File: src/hdl/rsc_pkg.sv
`timescale 1ns / 1ps

package rsc_pkg;

  localparam int unsigned BASE_WIDTH = 6;
  localparam int unsigned CHAR_WIDTH = 8;
  localparam int unsigned REG_WIDTH  = 32;

  localparam logic [BASE_WIDTH-1:0] SOURCE_BASE_RESET = 6'd10;
  localparam logic [BASE_WIDTH-1:0] TARGET_BASE_RESET = 6'd2;
  localparam logic [BASE_WIDTH-1:0] BASE_MIN          = 6'd2;
  localparam logic [BASE_WIDTH-1:0] BASE_MAX          = 6'd36;

  localparam logic [CHAR_WIDTH-1:0] CHAR_ZERO   = 8'h30;  // '0'
  localparam logic [CHAR_WIDTH-1:0] CHAR_NINE   = 8'h39;  // '9'
  localparam logic [CHAR_WIDTH-1:0] CHAR_UPPER_A = 8'h41; // 'A'
  localparam logic [CHAR_WIDTH-1:0] CHAR_UPPER_Z = 8'h5A; // 'Z'
  localparam logic [BASE_WIDTH-1:0] DIGIT_TEN   = 6'd10;
  localparam logic [BASE_WIDTH-1:0] DIGIT_MAX   = 6'd35;

  // Register indexes on the configuration port
  localparam logic REG_SOURCE_BASE = 1'b0;
  localparam logic REG_TARGET_BASE = 1'b1;

  // Microprogram step addresses
  typedef logic [2:0] step_t;
  localparam step_t STEP_IDLE = 3'd0;
  localparam step_t STEP_INIT = 3'd1;
  localparam step_t STEP_DIV  = 3'd2;
  localparam step_t STEP_PUSH = 3'd3;
  localparam step_t STEP_READ = 3'd4;
  localparam step_t STEP_EMIT = 3'd5;

  typedef enum logic [2:0] {
    COND_ALWAYS   = 3'd0,
    COND_IN_LAST  = 3'd1,
    COND_DIV_DONE = 3'd2,
    COND_QUO_ZERO = 3'd3,
    COND_IDX_ZERO = 3'd4
  } cond_e;

  typedef struct packed {
    logic  in_ready;
    logic  init;
    logic  div;
    logic  push;
    logic  emit;
    cond_e cond;
    step_t jump;
    step_t next;
  } ctrl_t;

  // Control store: when the condition holds go to jump, else to next
  function automatic ctrl_t ucode_rom(input step_t step);
    ctrl_t w;
    w = '{in_ready: 1'b0, init: 1'b0, div: 1'b0, push: 1'b0, emit: 1'b0,
          cond: COND_ALWAYS, jump: STEP_IDLE, next: STEP_IDLE};
    unique case (step)
      STEP_IDLE: begin
        w.in_ready = 1'b1;
        w.cond     = COND_IN_LAST;
        w.jump     = STEP_INIT;
        w.next     = STEP_IDLE;
      end
      STEP_INIT: begin
        w.init = 1'b1;
        w.jump = STEP_DIV;
      end
      STEP_DIV: begin
        w.div  = 1'b1;
        w.cond = COND_DIV_DONE;
        w.jump = STEP_PUSH;
        w.next = STEP_DIV;
      end
      STEP_PUSH: begin
        w.push = 1'b1;
        w.cond = COND_QUO_ZERO;
        w.jump = STEP_READ;
        w.next = STEP_DIV;
      end
      STEP_READ: begin
        w.jump = STEP_EMIT;
      end
      STEP_EMIT: begin
        w.emit = 1'b1;
        w.cond = COND_IDX_ZERO;
        w.jump = STEP_IDLE;
        w.next = STEP_READ;
      end
      default: begin
        w.jump = STEP_IDLE;
      end
    endcase
    return w;
  endfunction

  function automatic logic [BASE_WIDTH-1:0] clamp_base(input logic [BASE_WIDTH-1:0] b);
    logic [BASE_WIDTH-1:0] r;
    r = b;
    if (b < BASE_MIN) begin
      r = BASE_MIN;
    end else if (b > BASE_MAX) begin
      r = BASE_MAX;
    end
    return r;
  endfunction

  function automatic logic [BASE_WIDTH-1:0] char_value(input logic [CHAR_WIDTH-1:0] c);
    logic [CHAR_WIDTH-1:0] t;
    logic [BASE_WIDTH-1:0] r;
    r = '0;
    t = '0;
    if (c >= CHAR_ZERO && c <= CHAR_NINE) begin
      t = c - CHAR_ZERO;
      r = t[BASE_WIDTH-1:0];
    end else if (c >= CHAR_UPPER_A && c <= CHAR_UPPER_Z) begin
      t = c - CHAR_UPPER_A;
      r = t[BASE_WIDTH-1:0] + DIGIT_TEN;
    end
    return r;
  endfunction

  function automatic logic [CHAR_WIDTH-1:0] value_char(input logic [BASE_WIDTH-1:0] d);
    logic [CHAR_WIDTH-1:0] r;
    if (d < DIGIT_TEN) begin
      r = CHAR_ZERO + CHAR_WIDTH'(d);
    end else begin
      r = CHAR_UPPER_A + CHAR_WIDTH'(d - DIGIT_TEN);
    end
    return r;
  endfunction

endpackage

File: src/hdl/rsc_ram.sv
`timescale 1ns / 1ps

module rsc_ram #(
  parameter int unsigned WIDTH = 8,
  parameter int unsigned DEPTH = 32
) (
  input  logic                     clk_i,
  input  logic                     we_i,
  input  logic [$clog2(DEPTH)-1:0] waddr_i,
  input  logic [WIDTH-1:0]         wdata_i,
  input  logic [$clog2(DEPTH)-1:0] raddr_i,
  output logic [WIDTH-1:0]         rdata_o
);

  logic [WIDTH-1:0] mem_q [DEPTH];
  logic [WIDTH-1:0] rdata_q;

  always_ff @(posedge clk_i) begin
    if (we_i) begin
      mem_q[waddr_i] <= wdata_i;
    end
    rdata_q <= mem_q[raddr_i];
  end

  assign rdata_o = rdata_q;

endmodule

File: src/hdl/radix_string_converter.sv
`timescale 1ns / 1ps

// Radix string converter.
// Input channel (in_valid_i / in_stall_o, char_code_i, end_of_number_i) takes
// one ASCII digit per transaction, most significant first; end_of_number_i
// marks the last one. Output channel (out_valid_o / out_stall_i) returns the
// number in the target base as ASCII, most significant first, last_digit_o on
// the final character and rejected_o on every character of an invalid number.
// Bases are set over the APB port: source_base at 0x0, target_base at 0x4.
// Each non-final character is one multiply-accumulate step.
// After the final character the microsequencer runs a shared bit-serial
// divider once per output digit, then each digit is read from the digit
// buffer and presented. The next number is accepted after the last digit
// enters the output register.
// Reset restores source_base 10, target_base 2 and clears the accumulator.
// A stalled output holds its transaction and pauses the emit step; no input
// is taken until the last digit of the run is in the output register.
module radix_string_converter #(
  parameter int unsigned MAX_DIGITS  = 32,
  parameter int unsigned VALUE_WIDTH = 32
) (
  input  logic        clk_i,
  input  logic        rst_ni,
  // input characters
  input  logic        in_valid_i,
  output logic        in_stall_o,
  input  logic [7:0]  char_code_i,
  input  logic        end_of_number_i,
  // output digits
  output logic        out_valid_o,
  input  logic        out_stall_i,
  output logic [7:0]  digit_char_o,
  output logic        last_digit_o,
  output logic        rejected_o,
  // configuration
  input  logic        psel,
  input  logic        penable,
  input  logic        pwrite,
  input  logic [2:0]  paddr,
  input  logic [31:0] pwdata,
  output logic [31:0] prdata,
  output logic        pready
);

  localparam int unsigned IW = $clog2(VALUE_WIDTH);
  localparam int unsigned CW = $clog2(MAX_DIGITS + 1);
  localparam int unsigned BW = rsc_pkg::BASE_WIDTH;
  localparam logic [IW-1:0] BIT_LAST  = IW'(VALUE_WIDTH - 1);
  localparam logic [CW-1:0] COUNT_MAX = CW'(MAX_DIGITS);

  // configuration registers
  logic [BW-1:0] source_base_q, target_base_q;
  logic          cfg_write;
  logic          cfg_index;

  assign pready    = 1'b1;
  assign cfg_write = psel && penable && pwrite && pready;
  assign cfg_index = paddr[2];

  always_ff @(posedge clk_i or negedge rst_ni) begin
    if (!rst_ni) begin
      source_base_q <= rsc_pkg::SOURCE_BASE_RESET;
      target_base_q <= rsc_pkg::TARGET_BASE_RESET;
    end else if (cfg_write) begin
      unique case (cfg_index)
        rsc_pkg::REG_SOURCE_BASE: source_base_q <= pwdata[BW-1:0];
        rsc_pkg::REG_TARGET_BASE: target_base_q <= pwdata[BW-1:0];
        default: ;
      endcase
    end
  end

  always_comb begin
    unique case (cfg_index)
      rsc_pkg::REG_SOURCE_BASE: prdata = {(rsc_pkg::REG_WIDTH - BW)'(0), source_base_q};
      rsc_pkg::REG_TARGET_BASE: prdata = {(rsc_pkg::REG_WIDTH - BW)'(0), target_base_q};
      default:                  prdata = '0;
    endcase
  end

  // sequencer
  rsc_pkg::step_t pc_q, pc_d;
  rsc_pkg::ctrl_t ctrl;
  logic           cond_met;
  logic           out_free;
  logic           in_accept;

  assign ctrl       = rsc_pkg::ucode_rom(pc_q);
  assign in_stall_o = !ctrl.in_ready;
  assign in_accept  = in_valid_i && ctrl.in_ready;

  // datapath state
  logic [VALUE_WIDTH-1:0] acc_q;
  logic [CW-1:0]          cnt_q;
  logic                   inv_q;
  logic                   rej_q;
  logic [VALUE_WIDTH-1:0] quo_q;
  logic [BW-1:0]          rem_q;
  logic [IW-1:0]          bit_q;
  logic [IW-1:0]          ndig_q;
  logic [IW-1:0]          idx_q;

  always_comb begin
    unique case (ctrl.cond)
      rsc_pkg::COND_ALWAYS:   cond_met = 1'b1;
      rsc_pkg::COND_IN_LAST:  cond_met = in_accept && end_of_number_i;
      rsc_pkg::COND_DIV_DONE: cond_met = (bit_q == BIT_LAST);
      rsc_pkg::COND_QUO_ZERO: cond_met = (quo_q == '0);
      rsc_pkg::COND_IDX_ZERO: cond_met = (idx_q == '0);
      default:                cond_met = 1'b1;
    endcase
    if (ctrl.emit && !out_free) begin
      pc_d = pc_q;
    end else if (cond_met) begin
      pc_d = ctrl.jump;
    end else begin
      pc_d = ctrl.next;
    end
  end

  always_ff @(posedge clk_i or negedge rst_ni) begin
    if (!rst_ni) begin
      pc_q <= rsc_pkg::STEP_IDLE;
    end else begin
      pc_q <= pc_d;
    end
  end

  // multiply-accumulate for one input character
  logic [BW-1:0]            src_base;
  logic [BW-1:0]            tgt_base;
  logic [BW-1:0]            digit_val;
  logic                     cnt_full;
  logic                     inv_next;
  logic [VALUE_WIDTH+BW-1:0] mac_prod;
  logic [VALUE_WIDTH-1:0]   mac_sum;

  assign src_base  = rsc_pkg::clamp_base(source_base_q);
  assign tgt_base  = rsc_pkg::clamp_base(target_base_q);
  assign digit_val = rsc_pkg::char_value(char_code_i);
  assign cnt_full  = (cnt_q == COUNT_MAX);
  assign inv_next  = inv_q || cnt_full || (digit_val >= src_base);
  assign mac_prod  = {BW'(0), acc_q} * (VALUE_WIDTH + BW)'(src_base);
  assign mac_sum   = mac_prod[VALUE_WIDTH-1:0] + VALUE_WIDTH'(digit_val);

  always_ff @(posedge clk_i or negedge rst_ni) begin
    if (!rst_ni) begin
      acc_q <= '0;
      cnt_q <= '0;
      inv_q <= 1'b0;
    end else if (ctrl.init) begin
      acc_q <= '0;
      cnt_q <= '0;
      inv_q <= 1'b0;
    end else if (in_accept) begin
      if (!cnt_full) begin
        cnt_q <= cnt_q + CW'(1);
      end
      inv_q <= inv_next;
      if (!inv_next) begin
        acc_q <= mac_sum;
      end
    end
  end

  // restoring division, one quotient bit per step
  logic [BW:0]   trial;
  logic          trial_ge;
  logic [BW:0]   trial_sub;

  assign trial     = {rem_q, quo_q[VALUE_WIDTH-1]};
  assign trial_ge  = (trial >= {1'b0, tgt_base});
  assign trial_sub = trial - {1'b0, tgt_base};

  always_ff @(posedge clk_i) begin
    if (ctrl.init) begin
      quo_q  <= inv_q ? '0 : acc_q;
      rej_q  <= inv_q;
      rem_q  <= '0;
      bit_q  <= '0;
      ndig_q <= '0;
    end else if (ctrl.div) begin
      quo_q <= {quo_q[VALUE_WIDTH-2:0], trial_ge};
      rem_q <= trial_ge ? trial_sub[BW-1:0] : trial[BW-1:0];
      bit_q <= bit_q + IW'(1);
    end else if (ctrl.push) begin
      rem_q  <= '0;
      bit_q  <= '0;
      ndig_q <= ndig_q + IW'(1);
      idx_q  <= ndig_q;
    end else if (ctrl.emit && out_free && idx_q != '0) begin
      idx_q <= idx_q - IW'(1);
    end
  end

  // digit buffer, least significant digit at address 0
  logic [BW-1:0] buf_rdata;

  rsc_ram #(
    .WIDTH (BW),
    .DEPTH (VALUE_WIDTH)
  ) u_digit_buf (
    .clk_i   (clk_i),
    .we_i    (ctrl.push),
    .waddr_i (ndig_q),
    .wdata_i (rem_q),
    .raddr_i (idx_q),
    .rdata_o (buf_rdata)
  );

  // output register
  logic       out_valid_q;
  logic [7:0] digit_char_q;
  logic       last_digit_q;
  logic       rejected_q;

  assign out_free = !out_valid_q || !out_stall_i;

  always_ff @(posedge clk_i or negedge rst_ni) begin
    if (!rst_ni) begin
      out_valid_q <= 1'b0;
    end else if (ctrl.emit && out_free) begin
      out_valid_q <= 1'b1;
    end else if (!out_stall_i) begin
      out_valid_q <= 1'b0;
    end
  end

  always_ff @(posedge clk_i) begin
    if (ctrl.emit && out_free) begin
      digit_char_q <= rsc_pkg::value_char(buf_rdata);
      last_digit_q <= (idx_q == '0);
      rejected_q   <= rej_q;
    end
  end

  assign out_valid_o  = out_valid_q;
  assign digit_char_o = digit_char_q;
  assign last_digit_o = last_digit_q;
  assign rejected_o   = rejected_q;

endmodule

File: config.mk
export PLATFORM = sky130hd
export DESIGN_NAME = radix_string_converter
export DESIGN_NICKNAME = d
export VERILOG_FILES = /design/src/hdl/rsc_pkg.sv /design/src/hdl/rsc_ram.sv /design/src/hdl/radix_string_converter.sv
export SDC_FILE = /design/constraint.sdc
export NUM_CORES = 1
export LEC_CHECK = 0
export BUFFER_PORTS_ARGS = -buffer_cell sky130_fd_sc_hd__buf_2
export CAP_MARGIN = 0
export CORE_MARGIN = 2
export CORE_UTILIZATION = 60
export CTS_CLUSTER_DIAMETER = 100
export CTS_CLUSTER_SIZE = 25
export DETAILED_ROUTE_END_ITERATION = 7
export GPL_ROUTABILITY_DRIVEN = 0
export HOLD_SLACK_MARGIN = 0.03
export PLACE_DENSITY = 0.78
export SLEW_MARGIN = 15
export SYNTH_ARGS = -nofsm -noshare
export SYNTH_HDL_FRONTEND = slang
export SYNTH_SLANG_ARGS = --single-unit
File: constraint.sdc
create_clock -name clk_i -period 6.5 [get_ports clk_i]
set_input_delay 1.3 -clock clk_i [delete_from_list [all_inputs] [get_ports clk_i]]
set_output_delay 1.3 -clock clk_i [all_outputs]
set_load 0.005 [all_outputs]
# Yosys cells after proc, flatten, opt, wreduce, memory -nomap -nowiden
# Memories as Yosys holds them, arrays and structs flattened. A register that Yosys moved wholly into a read port is not among the register bits.
# Index checks and enable logic that the tools add are counted.
[op_classes] add_sub_neg=12 multipliers=1 order_cmp=11 eq_ne=14 n_mux=40 bitwise_logic=3 reduce_logical=31
[op_table] operator="32-bit two-way mux" count=6
[op_table] operator="6-bit two-way mux" count=12
[op_table] operator="32-bit case mux with 2 select lines" count=1
[op_table] operator="32-bit by 6-bit adder with 32-bit output" count=1
[op_table] operator="32-bit logical NOT" count=1
[op_table] operator="32-bit by 6-bit multiplier with 32-bit output" count=1
[op_table] operator="5-bit two-way mux" count=4
[op_table] operator="3-bit case mux with 5 select lines" count=1
[op_table] operator="3-bit by 2-bit equality test with 1-bit output (second input constant)" count=4
[op_table] operator="6-bit > comparator (second input constant)" count=2
[op_table] operator="6-bit by 2-bit < comparator with 1-bit output (second input constant)" count=2
[op_table] operator="3-bit case mux with 4 select lines" count=1
[op_table] operator="1-bit two-way mux" count=11
[op_table] operator="5-bit by 1-bit adder with 5-bit output (second input constant)" count=2
[op_table] operator="2-bit AND reduction" count=5
[op_table] operator="3-bit equality test (second input constant)" count=3
[op_table] operator="1-bit logical AND" count=9
[op_table] operator="7-bit by 8-bit adder with 8-bit output (first input constant)" count=1
[op_table] operator="8-bit by 6-bit >= comparator with 1-bit output (second input constant)" count=1
[op_table] operator="8-bit by 7-bit >= comparator with 1-bit output (second input constant)" count=1
[op_table] operator="8-bit by 6-bit <= comparator with 1-bit output (second input constant)" count=1
[op_table] operator="8-bit by 7-bit <= comparator with 1-bit output (second input constant)" count=1
[op_table] operator="8-bit two-way mux" count=1
[op_table] operator="2-bit nonzero test" count=4
[op_table] operator="other kinds (27)" count=36
[word_totals] reg_bits=119 ramBits=192 in_bits=51 output_inout_bits=45 word_cells=129 mem_count=1
[memory_table] memory="u_digit_buf.mem_q" depth=32 word_bits=6 rd=1 rd_ports_with_merged_regs=1 write_ports=1 line="rsc_ram.sv:15" source="logic [WIDTH-1:0] mem_q [DEPTH];"

# Longest topological paths before layout
# Gate-level depths: netlist (run 1).
[logic_depth] depth_word=9 mapped_depth=22 ltp_nobuf=21

# By module
# From an unflattened synthesis (run 1), not the netlist that was laid out.
[hier_totals] cells_unflattened=1576 area_unflattened_um2=19471.2
[by_module_without_submodules] module="radix_string_converter" instances=1 cells_each=1253 area_per_inst_um2=11881.4 seq_area_each_um2=3141.8
[by_module_without_submodules] module="rsc_ram" instances=1 cells_each=323 area_per_inst_um2=7589.8 seq_area_each_um2=5885.6

# Worst setup path after synthesis (run 1)
# No wires, ideal clock.
[synth_path] kind="flip-flop to flip-flop" startpoint="register source_base_q[2]" endpoint="register acc_q[30]" setup_ns=0.120 t_arrival_ns=5.393 required_ns=6.380 setup_slack_ns=0.988 path_stages_with_launch=23 n_path_buf=1 synth_period_minus_slack_ns=5.512 path_cell_list="dfrtp_1 > nor4_1 > nand2b_1 > and3_1 > clkbuf_1 > and2_1 > fa_1 > inv_1 > fa_1 > inv_1 > fa_1 > inv_1 > fa_1 > inv_1 > ha_1 > o21a_1 > o21a_1 > and2_1 > a2111oi_4 > o21ai_2 > o211ai_1 > nand3_1 > a31o_1"
[synth_via] elab_chain_cells=8 elab_cells_between_ends=13 cone_classes="add/sub (1); mul (1); order compare (3); eq/ne (1); mux (5); reduce/logical (2)"
[synth_lines] item="start, declared" line="radix_string_converter.sv:52" source="logic [BW-1:0] source_base_q, target_base_q;"
[synth_lines] item="start signal, assigned" line="radix_string_converter.sv:62" source="source_base_q <= rsc_pkg::SOURCE_BASE_RESET;"
[synth_lines] item="start signal, assigned" line="radix_string_converter.sv:66" source="rsc_pkg::REG_SOURCE_BASE: source_base_q <= pwdata[BW-1:0];"
[synth_lines] item="6-bit > comparator" line="rsc_pkg.sv:102" source="end else if (b > BASE_MAX) begin"
[synth_lines] item="6-bit two-way mux" line="rsc_pkg.sv:102"
[synth_lines] item="6-bit two-way mux *" line="rsc_pkg.sv:100" source="if (b < BASE_MIN) begin"
[synth_lines] item="32-bit by 6-bit multiplier with 32-bit output" line="radix_string_converter.sv:143" source="assign mac_prod = {BW'(0), acc_q} * (VALUE_WIDTH + BW)'(src_base);"
[synth_lines] item="32-bit by 6-bit adder with 32-bit output" line="radix_string_converter.sv:144" source="assign mac_sum = mac_prod[VALUE_WIDTH-1:0] + VALUE_WIDTH'(digit_val);"
[synth_lines] item="32-bit two-way mux" line="radix_string_converter.sv:160" source="if (!inv_next) begin"
[synth_lines] item="32-bit two-way mux" line="radix_string_converter.sv:155" source="end else if (in_accept) begin"
[synth_lines] item="32-bit two-way mux" line="radix_string_converter.sv:151" source="end else if (ctrl.init) begin"
[synth_lines] item="end signal, assigned" line="radix_string_converter.sv:161" source="acc_q <= mac_sum;"
[synth_lines] item="end, declared" line="radix_string_converter.sv:93" source="logic [VALUE_WIDTH-1:0] acc_q;"
# Every way passes the cells marked *; elsewhere a longest branch is shown, timed or not. The select of a mux whose other input is x is not followed.
# A chain may end at the register's enable or synchronous reset.

# Worst setup path in the final report (run 1)
[layout_path] startpoint="register source_base_q[4]" endpoint="register acc_q[31]"
# The elaborated chain is that of the path after synthesis.

==> results.md, run 1 <==
* Number of cells on the worst reg-to-reg path at 18
* Peak ir drop on the vdd network at about 0.26 mV
* Final routed wirelength across all metal layers at ~43000 microns
* Maximum buffer depth of the clock tree at 3
* Start point of the worst hold path: rej_q$_DFFE_PP_
* Final clock period utilization by the worst path at just over 90%
* Max Clk Rate at between 150 and 200 MHz
* Initial Util at between 60% and 70%
* Post-Syn Instances at between 1500 and 2000
* Insertion delay to the later sink of the worst-skew pair at approximately 0.53 ns
* Number of violations reported at the end of detailed-routing iteration 0 at 1220
* Required time of the worst setup path at just under 7 ns
* Number of enable-type register cells in the synthesized netlist at 240
* Worst Hold Path Cells at 0
* Post-CTS setup buffer count at 0
* Startpoint class of the critical path: register
* CP cell instances: or2_2 > o21ai_0 > and3_1 > buf_4 > and2_1 > fa_1 > fa_1 > fa_1 > ha_1 > ha_1 > a21o_1 > nor3_1 > a21o_1 > a31oi_1 > o211ai_1 > nand2_1 > or4b_1 > nand3_1
* Min-Delay Endpoint: rejected_o$_DFFE_PP_
* Synthesized area divided by synthesized cell count at between 10 and 15 sq um
* Buf/Inv on CP at 1
* Number of global-route vias before repair at 12600
* Unrepaired setup endpoints after global routing: no
* Wire length on met1 at roughly 18000 microns
* Hold buffer count at CTS at 0
* FF-to-FF Start: source_base_q[4]$_DFFE_PN0P_
* Met3 wirelength from detailed routing at 3370 microns
* Register-to-Register Setup Slack at about 0.56 ns
* CP top delay family: adder cells
* Outcome: complete, no violations
* Share of the yosys chip area belonging to registers at a little under half
* Worst r2r dst: acc_q[31]$_DFFE_PN0P_
* Number of rows created at floorplan at 66
* CP Capture Type: register
* Data arrival at the endpoint of the critical path at 6.40 ns
* Number of cells on the critical path at 18
* Number of primary I/O pins at between 90 and 100
* Global-route wire length before repair at 68600 microns
* Number of endpoints with negative hold slack in the final report at 0
* Min-delay worst type: register to register
* CTS H-tree depth at 1
* Max FO, Critical Path at 31
* Leakage power of the design at approximately 0.0087 uW
* Count of yosys warnings during synthesis at 0
* FF+latch count, synth at 317
* Total global-route track usage at between 20% and 30%
* Number of failing setup endpoints in the final timing report at 0
* Die span in y at approximately 190 microns
* Layout area overhead at 5.26%
* Total iterations of the first detailed-routing run at 5
* HPWL after detailed placement at 30100 microns
* Clock tree from TritonCTS: done
* Netlist area before placement at ~20000 sq um
* Period minus WS final at between 5 and 6 ns
* GRT overflow at 0
* Most prevalent standard cell on the critical path: sky130_fd_sc_hd__fa_1
* Share of synthesized flip-flops with an asynchronous set or reset at approximately 17%
* Hold slack final at 0.438 ns
* Critical Path Slowest Stage Cell: sky130_fd_sc_hd__or4b_1
* Maximum number of pins on one net before global-route repair at 66
* Unique cell type count in the Yosys netlist at about 80
* Uppermost signal routing layer after detailed routing: met4
* Multi-input logic area at around 10000 sq um
* Delay of the slowest cell on the worst path at approximately 0.52 ns
* Share of layout cells above drive strength 1 at roughly an eighth
* Sequential cell area at between 9000 and 10000 sq um
* Number of nets in the layout at 1886
* Max Cap Viol at 0
* Worst max-slew margin expressed relative to the limit at about a quarter
* Floorplan die width at ~190 microns
* Input/output buffers at 40
* Cell chosen for the clock root: sky130_fd_sc_hd__clkbuf_16
* Die Outline Area at 34400 sq um
* Final design utilization at a little under two thirds
* Number of antenna violations at the first check in global routing at 1
* # clock sinks at around 320
* Power density over the cells at roughly 330 nW/um^2
* Transition time of the tightest slew-check pin at ~1.1 ns
* Cells resized by post-CTS repair at 0
* Number of filler instances in the final layout at approximately 2500
* Antenna-violating nets left at 0
* TritonCTS Buffers at 17
* Number of design rule violations left after detail routing at 0
* Final routed wire length divided by cell count at slightly above 20 microns
* Drt via density at just over 6
* Final Max Tran Viols at 0
* Core area at about 33000 sq um
* Worst setup skew after layout at about 0.021 ns
* Most frequent cells in the layout: 240 x sky130_fd_sc_hd__edfxtp_1, 141 x sky130_fd_sc_hd__nand2_1, 136 x sky130_fd_sc_hd__and2_1
* Vias post-DR at around 13000
* Summed negative setup slack over all endpoints at 0 ns
* Primary FF master, synth: sky130_fd_sc_hd__edfxtp_1
* Most frequent standard cell in the layout excluding fill and tap cells: sky130_fd_sc_hd__edfxtp_1
* Met2 Wirelength at slightly above 20000 microns
* Critical setup path kind: register to register
* Clock edge transition at the registers on the reported setup and hold paths at 0.09 ns
-- worst register-to-register path, stage by stage (launching register included) --
cell                       delay, ns
sky130_fd_sc_hd__dfrtp_1        0.44
sky130_fd_sc_hd__or2_2          0.31
sky130_fd_sc_hd__o21ai_0        0.26
sky130_fd_sc_hd__and3_1         0.27
sky130_fd_sc_hd__buf_4          0.38
sky130_fd_sc_hd__and2_1         0.21
sky130_fd_sc_hd__fa_1           0.44
sky130_fd_sc_hd__fa_1           0.48
sky130_fd_sc_hd__fa_1           0.50
sky130_fd_sc_hd__ha_1           0.31
sky130_fd_sc_hd__ha_1           0.35
sky130_fd_sc_hd__a21o_1         0.23
sky130_fd_sc_hd__nor3_1         0.22
sky130_fd_sc_hd__a21o_1         0.22
sky130_fd_sc_hd__a31oi_1        0.16
sky130_fd_sc_hd__o211ai_1       0.34
sky130_fd_sc_hd__nand2_1        0.14
sky130_fd_sc_hd__or4b_1         0.52
sky130_fd_sc_hd__nand3_1        0.10
-- report_power, final --
part	internal, uW	total, uW	switching (uW)
sequential	2640	3020	387
clock	512	1170	654
combinational	1170	2780	1610
-- worst max-delay path by stage --
stage                                             from                    end  slack, ns
after CTS                 source_base_q[4]$_DFFE_PN0P_  acc_q[31]$_DFFE_PN0P_       0.60
after global routing      source_base_q[2]$_DFFE_PN0P_  acc_q[20]$_DFFE_PN0P_       0.15
after floorplan           source_base_q[2]$_DFFE_PN0P_  acc_q[30]$_DFFE_PN0P_       0.99
after global placement                  char_code_i[1]  acc_q[31]$_DFFE_PN0P_       0.59
final                     source_base_q[4]$_DFFE_PN0P_  acc_q[31]$_DFFE_PN0P_       0.56
after detailed placement                char_code_i[1]  acc_q[31]$_DFFE_PN0P_       0.50
-- through the flow --
step	area, sq um	worst slack, ns	power, uW	cells
after global placement	20300	0.593	5710	2048
after detailed placement	20300	0.504	5830	2048
after CTS	20800	0.605	7000	2078
after global routing	20800	0.149	7400	2078
final	20800	0.558	6970	2079
after floorplan	19900	0.988	5020	1642
-- logic make-up after synthesis --
| family | Yosys count | share of synthesized area [%] |
|---|---|---|
| AOI/OAI and AO/OA | 209 | 7.00 |
| xor gates and xnor gates | 45 | 2.17 |
| adders and majority gates | 210 | 17.6 |
| buffers and inverters | 180 | 4.02 |
| DFF | 317 | 45.6 |
| muxes | 91 | 8.55 |
| other | 2 | 0.0380 |
| and+or+nand+nor | 563 | 15.0 |
-- synthesized netlist by cell type, drive strengths merged (37+ instances only) --
library cell,count,area share [%]
nor2,92,1.8
nor2b,38,1.2
buf,49,1.5
inv,83,1.6
and2,136,4.3
a21oi,47,1.2
o21ai,74,1.9
nand3,37,0.94
clkbuf,48,0.91
nand2,142,2.7
fa,113,11
mux4,60,6.8
ha,97,6.1
edfxtp,240,36
dfrtp,52,6.6
-- area by class of cell --
type	instances	share of cell area (%)
Timing Repair Buffer	61	1.72
Clock buffer	26	2.21
Inverter	83	1.50
Clock inverter	4	0.234
Multi-Input combinational cell	1145	48.3
Tap cell	442	2.66
Antenna cell	1	0.0120
Sequential cell	317	43.4
-- registers in the layout, summed over array words and instances (netlist names) --
signal / count
acc_q: 32
bit_q: 5
cnt_q: 6
digit_char_o: 8
idx_q: 5
inv_q: 1
last_digit_o: 1
ndig_q: 5
out_valid_o: 1
pc_q: 3
quo_q: 32
rej_q: 1
rejected_o: 1
rem_q: 6
source_base_q: 6
target_base_q: 6
u_digit_buf.mem_q: 192
u_digit_buf.rdata_o: 6
-- layer usage --
layer / track usage (%) / vias to the layer above
met2: 42.1 / 546
met4: 6.55 / 0
met1: 37.2 / 6317
li1: - / 5690
met5: 0 / -
met3: 3.37 / 76
Power figures use the tool's default switching activity.
==> run 2, diff against run 1 <==
--- a/config.mk
+++ b/config.mk
@@ -7,7 +7,7 @@
 export LEC_CHECK = 0
 export BUFFER_PORTS_ARGS = -buffer_cell sky130_fd_sc_hd__buf_2
 export CAP_MARGIN = 0
-export CORE_MARGIN = 2
+export CORE_MARGIN = 3
 export CORE_UTILIZATION = 60
 export CTS_CLUSTER_DIAMETER = 100
 export CTS_CLUSTER_SIZE = 25
==> results.md, run 2 (synthesis results as in run 1) <==
* Number of failing setup endpoints in the final timing report at 0 (unchanged)
* Cell chosen for the clock root: sky130_fd_sc_hd__clkbuf_16
* CTS H-tree depth at 1 (unchanged)
* Input/output buffers at 40 (unchanged)
* Number of filler instances in the final layout at 2426 (-1.1%)
* Final clock period utilization by the worst path at 90.2% (-1.2 points)
* Period minus WS final at 5.87 ns (-0.0766 ns)
* GR Util met2 at 41.0% (-1.2 points)
* Initial Util at 61.7% (+0.94 points)
* Max Clk Rate at 170 MHz (+1.3%)
* Required time of the worst setup path at 6.92 ns (-0.03 ns)
* Die Outline Area at 35200 sq um (+2.2%)
* Floorplan die width at 188 microns (+1.1%)
* Number of design rule violations left after detail routing at 0 (unchanged)
* Antenna cell count at 0 (-1)
* Core area at 32000 sq um (-1.5%)
* Maximum buffer depth of the clock tree at 3 (unchanged)
* Register with the most flip-flops: u_digit_buf.mem_q
* Clock tree from TritonCTS: done
* Hold buffer count at CTS at 0 (unchanged)
* Global-route wire length before repair at 68200 microns (-0.66%)
* Final routed wirelength across all metal layers at 41900 microns (-1.9%)
* Most frequent cells in the layout: 240 x sky130_fd_sc_hd__edfxtp_1, 141 x sky130_fd_sc_hd__nand2_1, 136 x sky130_fd_sc_hd__and2_1
* Final design utilization at 65.2% (+1.2 points)
* Number of primary I/O pins at 96 (unchanged)
* Flip-flop count of the largest register after layout at 192 (unchanged)
* Sequential cell area at 9030 sq um (unchanged)
* Worst-case setup margin in the final layout at 0.635 ns (+0.0766 ns)
* Number of nets in the layout at 1886 (unchanged)
* Delay of the slowest cell on the worst path at 0.53 ns (about the same)
* Most congested layer reported by global routing: met2
* Final routed wire length divided by cell count at 20.2 microns (-1.6%)
* Hold slack final at 0.498 ns (+0.0598 ns)
* GRT overflow at 0 (unchanged)
* Peak ir drop on the vdd network at 0.232 mV (-12%)
* Leakage power of the design at 0.00875 uW (+0.33%)
* Met1 Track Usage GR at 33.4% (-3.8 points)
* Cells resized by post-CTS repair at 0 (unchanged)
* Met3 GRT Util at 3.50% (+0.13 points)
* Worst setup skew after layout at 0.0334 ns (+0.0123 ns)
* Most frequent standard cell in the layout excluding fill and tap cells: sky130_fd_sc_hd__edfxtp_1
* Leading registers by flop count: u_digit_buf.mem_q x192, acc_q x32, quo_q x32
* Vias post-DR at 12600 (-0.60%)
* TritonCTS Buffers at 18 (+1)
* Multi-input logic area at 10100 sq um (about the same)
* # clock sinks at 317 (unchanged)
* Unrepaired setup endpoints after global routing: no
* Number of endpoints with negative hold slack in the final report at 0 (unchanged)
* HPWL after detailed placement at 29600 microns (-1.7%)
* Total global-route track usage at 24.1% (-1.7 points)
* Worst max-slew margin expressed relative to the limit at 24.9% (+1.3 points)
* Critical setup path kind: register to register
* Number of antenna violations at the first check in global routing at 2 (+1)
* Min-delay worst type: register to register
* Data arrival at the endpoint of the critical path at 6.28 ns (-0.12 ns)
* Max Cap Viol at 0 (unchanged)
* Power density over the cells at 338 nW/um^2 (+0.83%)
* Startpoint class of the critical path: register
* Transition time of the tightest slew-check pin at 1.13 ns (-0.0173 ns)
* Insertion delay to the later sink of the worst-skew pair at 0.54 ns (about the same)
* Summed negative setup slack over all endpoints at 0 ns (unchanged)
* Antenna-violating nets left at 0 (unchanged)
* CP Capture Type: register
* Share of layout cells above drive strength 1 at 12.4% (+0.18 points)
* Critical Path Slowest Stage Cell: sky130_fd_sc_hd__fa_1
* Total iterations of the first detailed-routing run at 5 (unchanged)
* Outcome: complete, no violations
* Number of global-route vias before repair at 12600 (+0.063%)
* Layout area overhead at 5.57%
* Max FO, Critical Path at 5 (-84%)
* Die span in y at 188 microns (+1.1%)
* Final Max Tran Viols at 0 (unchanged)
* Drt via density at 6.06 (-0.27%)
* Clock edge transition at the registers on the reported setup and hold paths at 0.10 ns (about the same)
* CP cell instances: nor4_1 > nand2b_1 > and3_1 > and2_1 > fa_1 > inv_1 > fa_1 > inv_1 > fa_1 > inv_1 > fa_1 > inv_1 > ha_1 > o21a_1 > o21a_1 > and2_1 > a2111oi_4 > o21ai_2 > o211ai_1 > nand3_1 > a31o_1
* Pre-CTS WS at 0.537 ns (+0.0336 ns)
* Number of rows created at floorplan at 65 (-1.5%)
* Maximum number of pins on one net before global-route repair at 66 (unchanged)
* Number of violations reported at the end of detailed-routing iteration 0 at 982 (-20%)
* Post-CTS setup buffer count at 0 (unchanged)
run 2: path summary, 6_finish.rpt:
| check | slack, ns | cells past startpoint | end | from |
|---|---|---|---|---|
| worst min-delay path | 0.50 | 1 | bit_q[4]$_SDFFE_PP0N_ | bit_q[4]$_SDFFE_PP0N_ |
| worst max-delay path | 0.63 | 21 | acc_q[30]$_DFFE_PN0P_ | source_base_q[2]$_DFFE_PN0P_ |
| worst max register to register | 0.63 | 21 | acc_q[30]$_DFFE_PN0P_ | source_base_q[2]$_DFFE_PN0P_ |
| max in group asynchronous | 5.01 | 2 | cnt_q[4]$_DFFE_PN0P_ | rst_ni |
| min in group asynchronous | 0.91 | 2 | acc_q[8]$_DFFE_PN0P_ | rst_ni |
| worst min register to register | 0.50 | 1 | bit_q[4]$_SDFFE_PP0N_ | bit_q[4]$_SDFFE_PP0N_ |
run 2: per-layer routing:
layer | routed length (microns) | up-vias
li1 | - | 5694
met1 | 17100 | 6335
met2 | 20900 | 454
met3 | 3090 | 68
met4 | 843 | 2
met5 | 13 | -
run 2: critical path: cells and delay by family, from the launching register on:
kind / cells / cell delay (ns)
buffers and inverters: 4 / 0.22
AO/OA/AOI/OAI: 6 / 1.39
adder cells (fa/ha/maj): 5 / 2.36
flip-flops: 1 / 0.44
AND/OR/NAND/NOR: 6 / 1.34
run 2: final cells by class:
cell class / count / area share, %
multi-input combinational: 1145 / 48.2
sequential: 317 / 43.3
clock buffer: 26 / 2.30
inverter: 83 / 1.49
tap: 435 / 2.61
clock inverter: 6 / 0.408
timing repair buffer: 60 / 1.77
run 2: power by group:
part,switching [uW],leakage [uW],internal [uW],total (uW)
combinational,1590,0.00533,1180,2770
clock,702,0.000272,548,1250
sequential,385,0.00315,2640,3020
total,2680,0.00875,4370,7050
run 2: stage by stage:
stage / total power [uW] / area (sq um) / instances
final: 7050 / 20900 / 2072
after CTS: 7070 / 20800 / 2071
after global placement: 5710 / 20300 / 2039
after detailed placement: 5820 / 20300 / 2039
after floorplan: 5020 / 19900 / 1642
after global routing: 7500 / 20900 / 2072
